## config.mk

```make
export PLATFORM = sky130hd
export DESIGN_NAME = current_error_fault_accumulator_unit
export DESIGN_NICKNAME = d
export VERILOG_FILES = /design/src/cefa_pkg.sv /design/src/cefa_cfg_regs.sv /design/src/cefa_excess_stage.sv /design/src/cefa_counter.sv /design/src/current_error_fault_accumulator_unit.sv
export VERILOG_INCLUDE_DIRS = /design/src /design/src/src
export SDC_FILE = /design/constraint.sdc
export NUM_CORES = 2
export LEC_CHECK = 0
export BUFFER_PORTS_ARGS = -buffer_cell sky130_fd_sc_hd__clkbuf_2
export CORE_ASPECT_RATIO = 2
export CORE_MARGIN = 4
export CORE_UTILIZATION = 50
export DETAILED_ROUTE_END_ITERATION = 8
export PLACE_DENSITY_LB_ADDON = 0.3
export SLEW_MARGIN = 15
export SYNTH_ARGS = -nofsm -noshare
export SYNTH_HDL_FRONTEND = slang
export SYNTH_SLANG_ARGS = --single-unit
```

## constraint.sdc

```tcl
create_clock -name clk -period 34.9 [get_ports clk]
set_clock_uncertainty 0.15 [all_clocks]
set_input_delay 3.49 -clock clk [delete_from_list [all_inputs] [get_ports clk]]
set_output_delay 3.49 -clock clk [all_outputs]
set_load 0.05 [all_outputs]
```

## src/current_error_fault_accumulator_unit_defines.svh

```systemverilog
// Assertion macros for the fault accumulator RTL.
// Needs clk and rst_n in the scope where a macro is used.
`ifndef CURRENT_ERROR_FAULT_ACCUMULATOR_UNIT_DEFINES_SVH
`define CURRENT_ERROR_FAULT_ACCUMULATOR_UNIT_DEFINES_SVH

// same-cycle implication
`define CEFA_ASSERT_IMPL(label, ante, cons, msg) \
    label: assert property (@(posedge clk) disable iff (!rst_n) (ante) |-> (cons)) \
        else $error(msg);

// next-cycle implication
`define CEFA_ASSERT_NEXT(label, ante, cons, msg) \
    label: assert property (@(posedge clk) disable iff (!rst_n) (ante) |=> (cons)) \
        else $error(msg);

`endif

```

## src/cefa_pkg.sv

```systemverilog
// Types and constants for the current error fault accumulator.
// No dependencies.
package cefa_pkg;

    localparam int CfgIdxW = 3;

    localparam logic [CfgIdxW-1:0] REG_USE_ALT   = 3'd0;
    localparam logic [CfgIdxW-1:0] REG_ALLOWANCE = 3'd1;
    localparam logic [CfgIdxW-1:0] REG_CEILING   = 3'd2;
    localparam logic [CfgIdxW-1:0] REG_GAIN_HIGH = 3'd3;
    localparam logic [CfgIdxW-1:0] REG_GAIN_LOW  = 3'd4;
    localparam logic [CfgIdxW-1:0] REG_DECAY     = 3'd5;
    localparam logic [CfgIdxW-1:0] REG_THRESHOLD = 3'd6;

    localparam logic [14:0] CEILING_RESET   = 15'h7FFF;
    localparam logic [31:0] THRESHOLD_RESET = 32'hFFFF_FFFF;

    typedef struct packed {
        logic        use_alt_reference;
        logic [14:0] error_allowance;
        logic [14:0] error_ceiling;
        logic [15:0] gain_high;
        logic [15:0] gain_low;
        logic [31:0] decay_step;
        logic [31:0] fail_threshold;
    } cefa_cfg_t;

    typedef struct packed {
        logic        [15:0] supply_voltage;
        logic        [15:0] modulation_index;
        logic signed [15:0] measured_current;
        logic signed [15:0] reference_main;
        logic signed [15:0] reference_alt;
    } cefa_item_t;

    // counter update request: add inc, or decay
    typedef struct packed {
        logic        add_en;
        logic [30:0] inc;
    } cefa_step_t;

endpackage

```

## src/cefa_cfg_regs.sv

```systemverilog
// Configuration register file of the fault accumulator.
// Depends on cefa_pkg.
module cefa_cfg_regs
(
    input  logic                          clk,
    input  logic                          rst_n,
    input  logic                          cfg_valid,
    input  logic [cefa_pkg::CfgIdxW-1:0]  cfg_index,
    input  logic [31:0]                   cfg_data,
    output cefa_pkg::cefa_cfg_t           cfg
);

    cefa_pkg::cefa_cfg_t cfg_reg;
    cefa_pkg::cefa_cfg_t cfg_next;

    always_comb
    begin
        cfg_next = cfg_reg;
        if (cfg_valid)
        begin
            case (cfg_index)
                cefa_pkg::REG_USE_ALT:   cfg_next.use_alt_reference = cfg_data[0];
                cefa_pkg::REG_ALLOWANCE: cfg_next.error_allowance   = cfg_data[14:0];
                cefa_pkg::REG_CEILING:   cfg_next.error_ceiling     = cfg_data[14:0];
                cefa_pkg::REG_GAIN_HIGH: cfg_next.gain_high         = cfg_data[15:0];
                cefa_pkg::REG_GAIN_LOW:  cfg_next.gain_low          = cfg_data[15:0];
                cefa_pkg::REG_DECAY:     cfg_next.decay_step        = cfg_data;
                cefa_pkg::REG_THRESHOLD: cfg_next.fail_threshold    = cfg_data;
                default:                 cfg_next = cfg_reg;
            endcase
        end
    end

    always_ff @(posedge clk or negedge rst_n)
    begin
        if (!rst_n)
        begin
            cfg_reg.use_alt_reference <= 1'b0;
            cfg_reg.error_allowance   <= '0;
            cfg_reg.error_ceiling     <= cefa_pkg::CEILING_RESET;
            cfg_reg.gain_high         <= '0;
            cfg_reg.gain_low          <= '0;
            cfg_reg.decay_step        <= '0;
            cfg_reg.fail_threshold    <= cefa_pkg::THRESHOLD_RESET;
        end
        else
        begin
            cfg_reg <= cfg_next;
        end
    end

    assign cfg = cfg_reg;

endmodule

```

## src/cefa_excess_stage.sv

```systemverilog
// Excess error, saturation test and gain product for one item; registered.
// Depends on cefa_pkg.
module cefa_excess_stage
(
    input  logic                 clk,
    input  logic                 load,
    input  cefa_pkg::cefa_item_t item,
    input  cefa_pkg::cefa_cfg_t  cfg,
    output cefa_pkg::cefa_step_t step
);

    logic signed [15:0] ref_sel;
    logic signed [16:0] diff;
    logic        [16:0] abs_diff;
    logic        [16:0] abs_ref;
    logic        [16:0] abs_meas;
    logic signed [17:0] err_raw;
    logic signed [17:0] err_clamped;
    logic               err_pos;
    logic               overshoot;
    logic        [31:0] volt_prod;
    logic               saturated;
    logic        [15:0] gain_sel;
    logic        [30:0] product;
    cefa_pkg::cefa_step_t step_reg;
    cefa_pkg::cefa_step_t step_next;

    function automatic logic [16:0] mag16(input logic signed [15:0] v);
        logic signed [16:0] w;
        w = {v[15], v};
        return w[16] ? 17'(-w) : 17'(w);
    endfunction

    always_comb
    begin
        ref_sel  = cfg.use_alt_reference ? item.reference_alt : item.reference_main;
        diff     = {ref_sel[15], ref_sel} - {item.measured_current[15], item.measured_current};
        abs_diff = diff[16] ? 17'(-diff) : 17'(diff);
        abs_ref  = mag16(ref_sel);
        abs_meas = mag16(item.measured_current);

        err_raw = $signed({1'b0, abs_diff}) - $signed({3'b000, cfg.error_allowance});
        if (err_raw >= $signed({3'b000, cfg.error_ceiling}))
            err_clamped = $signed({3'b000, cfg.error_ceiling});
        else
            err_clamped = err_raw;
        err_pos = !err_clamped[17] && (err_clamped != '0);

        // Q18.14 product against supply << 14; zero supply counts as saturated
        volt_prod = item.modulation_index * item.supply_voltage;
        saturated = volt_prod >= {2'b00, item.supply_voltage, 14'd0};

        overshoot = abs_meas > abs_ref;
        gain_sel  = overshoot ? cfg.gain_high : cfg.gain_low;
        product   = gain_sel * err_clamped[14:0];

        step_next.add_en = err_pos && (overshoot || !saturated);
        step_next.inc    = product;
    end

    always_ff @(posedge clk)
    begin
        if (load)
            step_reg <= step_next;
    end

    assign step = step_reg;

endmodule

```

## src/cefa_counter.sv

```systemverilog
// Fault counter with saturating add, floored decay and the result register.
// Depends on cefa_pkg and the assertion macros header.
`include "current_error_fault_accumulator_unit_defines.svh"
module cefa_counter
(
    input  logic                 clk,
    input  logic                 rst_n,
    input  logic                 step_valid,
    input  cefa_pkg::cefa_step_t step,
    input  cefa_pkg::cefa_cfg_t  cfg,
    input  logic                 out_ready,
    output logic                 out_valid,
    output logic                 fault,
    output logic [31:0]          counter_value
);

    logic [31:0] counter_reg;
    logic [31:0] counter_next;
    logic        fault_reg;
    logic        out_valid_reg;
    logic [32:0] sum;
    logic [31:0] add_val;
    logic [31:0] dec_val;

    always_comb
    begin
        sum     = {1'b0, counter_reg} + {2'b00, step.inc};
        add_val = sum[32] ? 32'hFFFF_FFFF : sum[31:0];
        dec_val = (counter_reg > cfg.decay_step) ? counter_reg - cfg.decay_step : 32'd0;
        counter_next = step.add_en ? add_val : dec_val;
    end

    always_ff @(posedge clk or negedge rst_n)
    begin
        if (!rst_n)
        begin
            counter_reg   <= '0;
            out_valid_reg <= 1'b0;
        end
        else
        begin
            if (step_valid)
            begin
                counter_reg   <= counter_next;
                out_valid_reg <= 1'b1;
            end
            else if (out_ready)
            begin
                out_valid_reg <= 1'b0;
            end
        end
    end

    always_ff @(posedge clk)
    begin
        if (step_valid)
            fault_reg <= counter_next > cfg.fail_threshold;
    end

    assign out_valid     = out_valid_reg;
    assign fault         = fault_reg;
    assign counter_value = counter_reg;

    `CEFA_ASSERT_NEXT(a_hold_when_idle, !step_valid, $stable(counter_reg), "counter moved without an item")
    `CEFA_ASSERT_NEXT(a_decay_no_rise, step_valid && !step.add_en, counter_reg <= $past(counter_reg), "decay raised counter")
    `CEFA_ASSERT_IMPL(a_fault_match, out_valid_reg, fault_reg == (counter_reg > cfg.fail_threshold), "fault flag mismatch")

endmodule

```

## src/current_error_fault_accumulator_unit.sv

```systemverilog
// Top level of the current error fault accumulator.
// Depends on cefa_pkg, cefa_cfg_regs, cefa_excess_stage and cefa_counter.
//
// Usage:
//  - s_axis: one item per tick; tdata = reference_alt, reference_main,
//    measured_current, modulation_index, supply_voltage (16 bits each).
//  - m_axis: one result per item; tdata = fault, counter_value, padded.
//  - cfg: write channel (cfg_valid/cfg_ready, cfg_index, cfg_data), always
//    ready; write only while no item is in flight. Unknown indexes ignored.
//  - Pipeline: input register -> excess/product register -> counter and
//    result register. m_axis_tvalid rises when an accepted item reaches
//    the result register.
//  - Throughput: 1 item per cycle unless stalled. The counter add/decay
//    closes on its own register, so back-to-back items see the fresh count.
//  - Stall: each stage advances when the one after it is empty or moving;
//    with m_axis_tready low, up to two more items are taken before
//    s_axis_tready drops. The held result stays stable.
//  - Reset: counter cleared, pipeline emptied, registers back to defaults
//    (ceiling 0x7FFF, threshold 0xFFFFFFFF, all others zero).
module current_error_fault_accumulator_unit
(
    input  logic        clk,
    input  logic        rst_n,
    input  logic        s_axis_tvalid,
    output logic        s_axis_tready,
    // [15:0] reference_alt, [31:16] reference_main, [47:32] measured_current,
    // [63:48] modulation_index, [79:64] supply_voltage
    input  logic [79:0] s_axis_tdata,
    output logic        m_axis_tvalid,
    input  logic        m_axis_tready,
    // [0] fault, [32:1] counter_value, [39:33] zero
    output logic [39:0] m_axis_tdata,
    input  logic        cfg_valid,
    output logic        cfg_ready,
    input  logic [2:0]  cfg_index,
    input  logic [31:0] cfg_data
);

    cefa_pkg::cefa_cfg_t  cfg;
    cefa_pkg::cefa_item_t item_reg;
    cefa_pkg::cefa_step_t step;
    logic        in_valid_reg;
    logic        step_valid_reg;
    logic        out_valid;
    logic        out_ok;
    logic        step_move;
    logic        step_ok;
    logic        item_move;
    logic        in_fire;
    logic        fault;
    logic [31:0] counter_value;

    // stage advance chain, back to front
    assign out_ok        = !out_valid || m_axis_tready;
    assign step_move     = step_valid_reg && out_ok;
    assign step_ok       = !step_valid_reg || out_ok;
    assign item_move     = in_valid_reg && step_ok;
    assign s_axis_tready = !in_valid_reg || step_ok;
    assign in_fire       = s_axis_tvalid && s_axis_tready;
    assign cfg_ready     = 1'b1;

    always_ff @(posedge clk or negedge rst_n)
    begin
        if (!rst_n)
        begin
            in_valid_reg   <= 1'b0;
            step_valid_reg <= 1'b0;
        end
        else
        begin
            if (in_fire)
                in_valid_reg <= 1'b1;
            else if (item_move)
                in_valid_reg <= 1'b0;

            if (item_move)
                step_valid_reg <= 1'b1;
            else if (step_move)
                step_valid_reg <= 1'b0;
        end
    end

    always_ff @(posedge clk)
    begin
        if (in_fire)
            item_reg <= s_axis_tdata;
    end

    cefa_cfg_regs u_cfg
    (
        .clk       (clk),
        .rst_n     (rst_n),
        .cfg_valid (cfg_valid),
        .cfg_index (cfg_index),
        .cfg_data  (cfg_data),
        .cfg       (cfg)
    );

    cefa_excess_stage u_excess
    (
        .clk  (clk),
        .load (item_move),
        .item (item_reg),
        .cfg  (cfg),
        .step (step)
    );

    cefa_counter u_counter
    (
        .clk           (clk),
        .rst_n         (rst_n),
        .step_valid    (step_move),
        .step          (step),
        .cfg           (cfg),
        .out_ready     (m_axis_tready),
        .out_valid     (out_valid),
        .fault         (fault),
        .counter_value (counter_value)
    );

    assign m_axis_tvalid = out_valid;
    assign m_axis_tdata  = {7'd0, counter_value, fault};

endmodule
```

# Yosys cells after proc, flatten, opt, wreduce, memory -nomap -nowiden
# Index checks and enable logic that the tools add are counted.
[classes]
add_sub_neg = 7
order_cmp = 5
mux = 15
n_bitwise = 0
reduce_logical = 26
multipliers = 2
eq_ne = 6
shifts = 0
n_div = 0
[ops]
columns = ["cell", "count"]
rows = [
  ["two-way mux 32 bit", 3],
  ["greater-than comparator 32 bit", 2],
  ["two-way mux 17 bit", 3],
  ["negator 16 -> 17 bit", 2],
  ["adder 32 x 31 -> 33 bit", 1],
  [">= comparator 32 x 30 -> 1 bit", 1],
  ["multiplier 16 x 16 -> 32 bit", 1],
  ["two-way mux 16 bit", 2],
  ["subtractor 32 bit", 1],
  ["multiplier 16 x 15 -> 31 bit", 1],
  [">= comparator 18 x 16 -> 1 bit", 1],
  ["two-way mux 18 bit", 1],
  ["nonzero test 18 bit", 1],
  ["subtractor 17 x 15 -> 18 bit", 1],
  ["greater-than comparator 17 bit", 1],
  ["negator 17 bit", 1],
  ["subtractor 16 x 16 -> 17 bit", 1],
  ["AND reduction 2 bit", 7],
  ["equality test 3 bit (second input constant)", 3],
  ["equality test 3 x 2 -> 1 bit (second input constant)", 2],
  ["two-way mux 1 bit", 6],
  ["nonzero test 2 bit", 3],
  ["logical AND 1 bit", 5],
  ["logical NOT 1 bit", 5],
  ["3 further kinds", 6],
]
[word_totals]
inputBits = 120
latchBits = 0
ff_bits = 275
romBits = 0
elab_cells = 80
ram_bits = 0
n_memories = 0
output_inout_bits = 43

# Longest topological paths before layout
[depth]
word_depth = 10
ltp_mapped = 60
depth_no_buf = 55

# Modules after synthesis
# A second synthesis with hierarchy kept.
[unflattened]
cells_unflattened = 3636
area_unflattened_um2 = 35256.3
[modules_own_cells]
columns = ["module", "cells_each", "instances", "area_per_inst_um2", "seq_area_each_um2"]
rows = [
  ["cefa_excess_stage", 2478, 1, 21568.2, 960.9],
  ["cefa_counter", 782, 1, 6120.9, 855.8],
  ["cefa_cfg_regs", 275, 1, 4969.8, 3236.9],
  ["current_error_fault_accumulator_unit", 101, 1, 2597.5, 2452.4],
]

# Least setup slack after synthesis
# Ideal clock, no wire load.
[synth_timing]
kind = "register to register"
from = "reg u_cfg.cfg_reg (netlist bit u_cfg.cfg[126])"
to = "reg u_excess.step_reg (netlist bit u_excess.step[29]), data pin"
arrival_ns = 12.971
required_time_ns = 34.493
path_stages_with_launch = 58
path_slack_ns = 21.522
path_cell_list = "dfrtp_1 clkbuf_1 buf_1 mux2i_1 ha_1 inv_1 fa_1 a211oi_1 o21a_1 nor4_1 o41ai_1 nor3b_1 mux2i_1 nor2_1 xnor2_1 ha_1 a2111o_1 o211a_1 [... 22 more ...] inv_1 fa_1 inv_1 fa_1 inv_1 fa_1 inv_1 ha_1 and3_1 o21ai_0 a211o_1 o21ai_0 o41ai_1 o2111ai_1 o211a_1 a211o_1 a21o_1 xor2_1"
[synth_via]
elab_chain_cells = 8
[synth_rtl]
columns = ["element", "line", "text"]
rows = [
  ["start, declared", "cefa_cfg_regs.sv:13", "cefa_pkg::cefa_cfg_t cfg_reg;"],
  ["start signal, assigned", "cefa_cfg_regs.sv:48", "cfg_reg <= cfg_next;"],
  ["two-way mux 16 bit (*)", "cefa_excess_stage.sv:36", "ref_sel = cfg.use_alt_reference ? item.reference_alt : item.reference_main;"],
  ["subtractor 16 x 16 -> 17 bit", "cefa_excess_stage.sv:37", "diff = {ref_sel[15], ref_sel} - {item.measured_current[15], item.measured_current};"],
  ["negator 17 bit", "cefa_excess_stage.sv:38", "abs_diff = diff[16] ? 17'(-diff) : 17'(diff);"],
  ["two-way mux 17 bit", "cefa_excess_stage.sv:38", ""],
  ["subtractor 17 x 15 -> 18 bit", "cefa_excess_stage.sv:42", "err_raw = $signed({1'b0, abs_diff}) - $signed({3'b000, cfg.error_allowance});"],
  [">= comparator 18 x 16 -> 1 bit", "cefa_excess_stage.sv:43", "if (err_raw >= $signed({3'b000, cfg.error_ceiling}))"],
  ["two-way mux 18 bit", "cefa_excess_stage.sv:43", ""],
  ["multiplier 16 x 15 -> 31 bit (*)", "cefa_excess_stage.sv:55", "product = gain_sel * err_clamped[14:0];"],
  ["named net u_excess.product[29]", "cefa_excess_stage.sv:24", "logic [30:0] product;"],
  ["end signal, assigned", "cefa_excess_stage.sv:64", "step_reg <= step_next;"],
  ["end, declared", "cefa_excess_stage.sv:25", "cefa_pkg::cefa_step_t step_reg;"],
]
# Mark *: on every way through the listed nets, which the timed path passes. The rest lies on a longest branch.
# A chain may end at the register's enable or synchronous reset.

# Worst setup path in the final report
# Ends and elaborated chain as after synthesis.

==> impl_metrics.env <==
export IMPL_hpwl_um=93300
export IMPL_largest_register_ff_count=127
export IMPL_die_area_mm2=0.0756
export IMPL_x_dimension_of_the_die_um=196
export IMPL_result_of_the_run="finished clean"
export IMPL_drt_iter0_drc=1648
export IMPL_relative_slew_slack=0.192
export IMPL_part_of_the_cycle_the_worst_path_needs=0.439
export IMPL_finalWorstSetupSlack_ns=19.57
export IMPL_routed_wirelength_um=117000
export IMPL_worst_pin_slew_ns=1.20
export IMPL_crit_top_cell="sky130_fd_sc_hd__inv_1"
export IMPL_netlist_area_mm2=0.0355
export IMPL_slowest_delay_ns=0.58
export IMPL_area_growth_pct=7.36
export IMPL_placementRows=137
export IMPL_layout_nets=4699
export IMPL_required_ns=35.12
export IMPL_yosys_area_top_type_share=0.213
export IMPL_post_cts_sizing=0
export IMPL_detail_route_vias_per_cell=6.08
export IMPL_synth_top_cell_by_area="sky130_fd_sc_hd__fa_1"
export IMPL_globalRoute_totalOverflow=0
export IMPL_clock_insertion_delay_worst_skew_ns=0.63
export IMPL_dp_slack_ns=19.71
export IMPL_timing_critical_path_fanout_max=57
export IMPL_grt_total_usage=0.309
export IMPL_cts_made_buffers=29
export IMPL_synth_warnings=0
export IMPL_setup_tns_ns=0
export IMPL_synth_seq_area_share=0.211
export IMPL_initial_core_util=0.506
export IMPL_io_pins=163
export IMPL_route_vias_total=28885
export IMPL_worstSetupEndpointType="flop"
export IMPL_clock_tree_htree_level_count=1
export IMPL_synth_edff_count=113
export IMPL_initial_antenna_violation_count=2
export IMPL_finalMaxSlewViolations=0
export IMPL_syn_instance_count=3752
export IMPL_cts_root_buf="sky130_fd_sc_hd__clkbuf_16"
export IMPL_post_cts_buffers=0
export IMPL_cts_hold_fix_buffers=0
export IMPL_grt_first_pass_wirelength_um=178000
export IMPL_first_global_vias=30821
export IMPL_post_synth_arst_share=0.589
export IMPL_final_layout_size_suffix_gt1_frac=0.126
export IMPL_cts_sinks=275
export IMPL_critical_path_top_delay_family="adder cells"
export IMPL_synthFlopType="sky130_fd_sc_hd__dfrtp_1"
export IMPL_final_hold_viol_count=0
export IMPL_drc_errors=0
export IMPL_synthMostInstantiatedCell="sky130_fd_sc_hd__inv_1"
export IMPL_routed_len_inst_um=24.6
export IMPL_port_buffers=154
export IMPL_synth_top_cells_by_area="sky130_fd_sc_hd__fa_1 (21%), sky130_fd_sc_hd__ha_1 (13%), sky130_fd_sc_hd__edfxtp_1 (9.6%)"
export IMPL_worst_path_buf_inv=11
export IMPL_worst_setup_hold_path_clk_slew_ns=0.07
export IMPL_flop_and_latch_count_out_of_synthesis=275
export IMPL_cts_max_path_buffers=3
export IMPL_cpMaxStageDelayCell="sky130_fd_sc_hd__o41ai_1"
export IMPL_coreArea_mm2=0.0701
export IMPL_critPathLaunchType="flop"
export IMPL_die_height_um=385
export IMPL_rsz0062_at_grt="no"
export IMPL_grt_max_degree=81
export IMPL_worstPathArrival_ns=15.55
export IMPL_maxCapViolCount=0
export IMPL_finalSetupViolCount=0
export IMPL_cts_tree="built"
export IMPL_first_pass_iters=8
export IMPL_synthDistinctLibCells=85
export IMPL_detail_route_antenna_nets=0
export IMPL_fill_cells=6381
export IMPL_clock_fmax_mhz=65.2
export IMPL_critical_path_class="flop to flop"
export IMPL_place_congestion=1.10
export IMPL_synth_cells_most_frequent="sky130_fd_sc_hd__inv_1 (587), sky130_fd_sc_hd__fa_1 (378), sky130_fd_sc_hd__ha_1 (376), sky130_fd_sc_hd__nand2_1 (290), sky130_fd_sc_hd__a21oi_1 (218)"
export IMPL_synth_area_per_cell_um2=9.46
export IMPL_hold_path_class="flop to flop"
export IMPL_final_min_clock_period_ns=15.33
## worst register-to-register path, delay by kind of cell (launching register included)
kind	cells	cell delay, ns
DFF	1	0.33
and+or+nand+nor	10	2.57
AOI/OAI and AO/OA	19	4.63
muxes	2	0.71
buffers and inverters	11	1.56
adders and majority gates	11	4.79
xor gates and xnor gates	3	0.38
## area by class of cell
class / instances / area, um2 / area share
clock buffer: 29 / 726 / 0.0190
multi-input combinational: 2728 / 25100 / 0.659
sequential: 275 / 7510 / 0.197
tap: 903 / 1130 / 0.0296
antenna: 1 / 2.50 / 0.0000657
clock inverter: 25 / 283 / 0.00742
inverter: 591 / 2220 / 0.0582
timing repair buffer: 200 / 1120 / 0.0295
## path summary, 6_finish.rpt
| kind | depth (start not counted) | startpoint | slack (ns) | to |
|---|---|---|---|---|
| worst max-delay path | 56 | u_cfg.cfg[126] | 19.57 | u_excess.step[29] |
| worst min-delay path | 1 | in_valid_reg | 0.35 | step_valid_reg |
| worst max register to register | 56 | u_cfg.cfg[126] | 19.57 | u_excess.step[29] |
| worst min register to register | 1 | in_valid_reg | 0.35 | step_valid_reg |
| max in group asynchronous | 2 | rst_n | 30.79 | u_cfg.cfg[72] |
| min in group asynchronous | 1 | rst_n | 2.61 | u_cfg.cfg[35] |
## cell families (layout without fill, tap and decap cells)
| group | count (synthesis) | after routing | share of synthesized area |
|---|---|---|---|
| adder cells (fa/ha/maj) | 754 | 754 | 0.346 |
| multiplexers | 177 | 177 | 0.0551 |
| XOR/XNOR | 156 | 156 | 0.0385 |
| flip-flops | 275 | 275 | 0.211 |
| AND/OR/NAND/NOR | 843 | 843 | 0.121 |
| other | 2 | 11 | 0.000212 |
| AO/OA/AOI/OAI | 788 | 788 | 0.144 |
| buffers and inverters | 757 | 845 | 0.0832 |
## metrics by stage
step                std cells  instance area, um2   util  hold slack [ns]
CTS                      4750               38100  0.543            0.353
global placement         4696               37100  0.529            0.317
floorplan                3760               35500      -            0.299
finish                   4752               38100  0.544            0.349
global route             4752               38100  0.544            0.364
detailed placement       4696               37100  0.529            0.337
## metal layers
layer / wire length [um] / GRT usage
met1: 37300 / 0.299
met3: 5530 / 0.0369
met4: 10600 / 0.220
met2: 63300 / 0.591
met5: 0 / 0
## cells in the final DEF, fill, tap and decap left out, types with 103 or more instances in the layout
cell type and instances:
sky130_fd_sc_hd__nor2_1 103, sky130_fd_sc_hd__a21o_1 118, sky130_fd_sc_hd__mux2_2 148, sky130_fd_sc_hd__dfrtp_1 115, sky130_fd_sc_hd__edfxtp_1 113, sky130_fd_sc_hd__o21ai_0 124, sky130_fd_sc_hd__a21oi_1 218, sky130_fd_sc_hd__clkbuf_2 153
sky130_fd_sc_hd__fa_1 378, sky130_fd_sc_hd__xnor2_1 112, sky130_fd_sc_hd__nand2_1 290, sky130_fd_sc_hd__inv_1 587, sky130_fd_sc_hd__ha_1 376
Power is not shown: default switching activity piles up to over one toggle a cycle in this logic, so the estimate is an artifact.
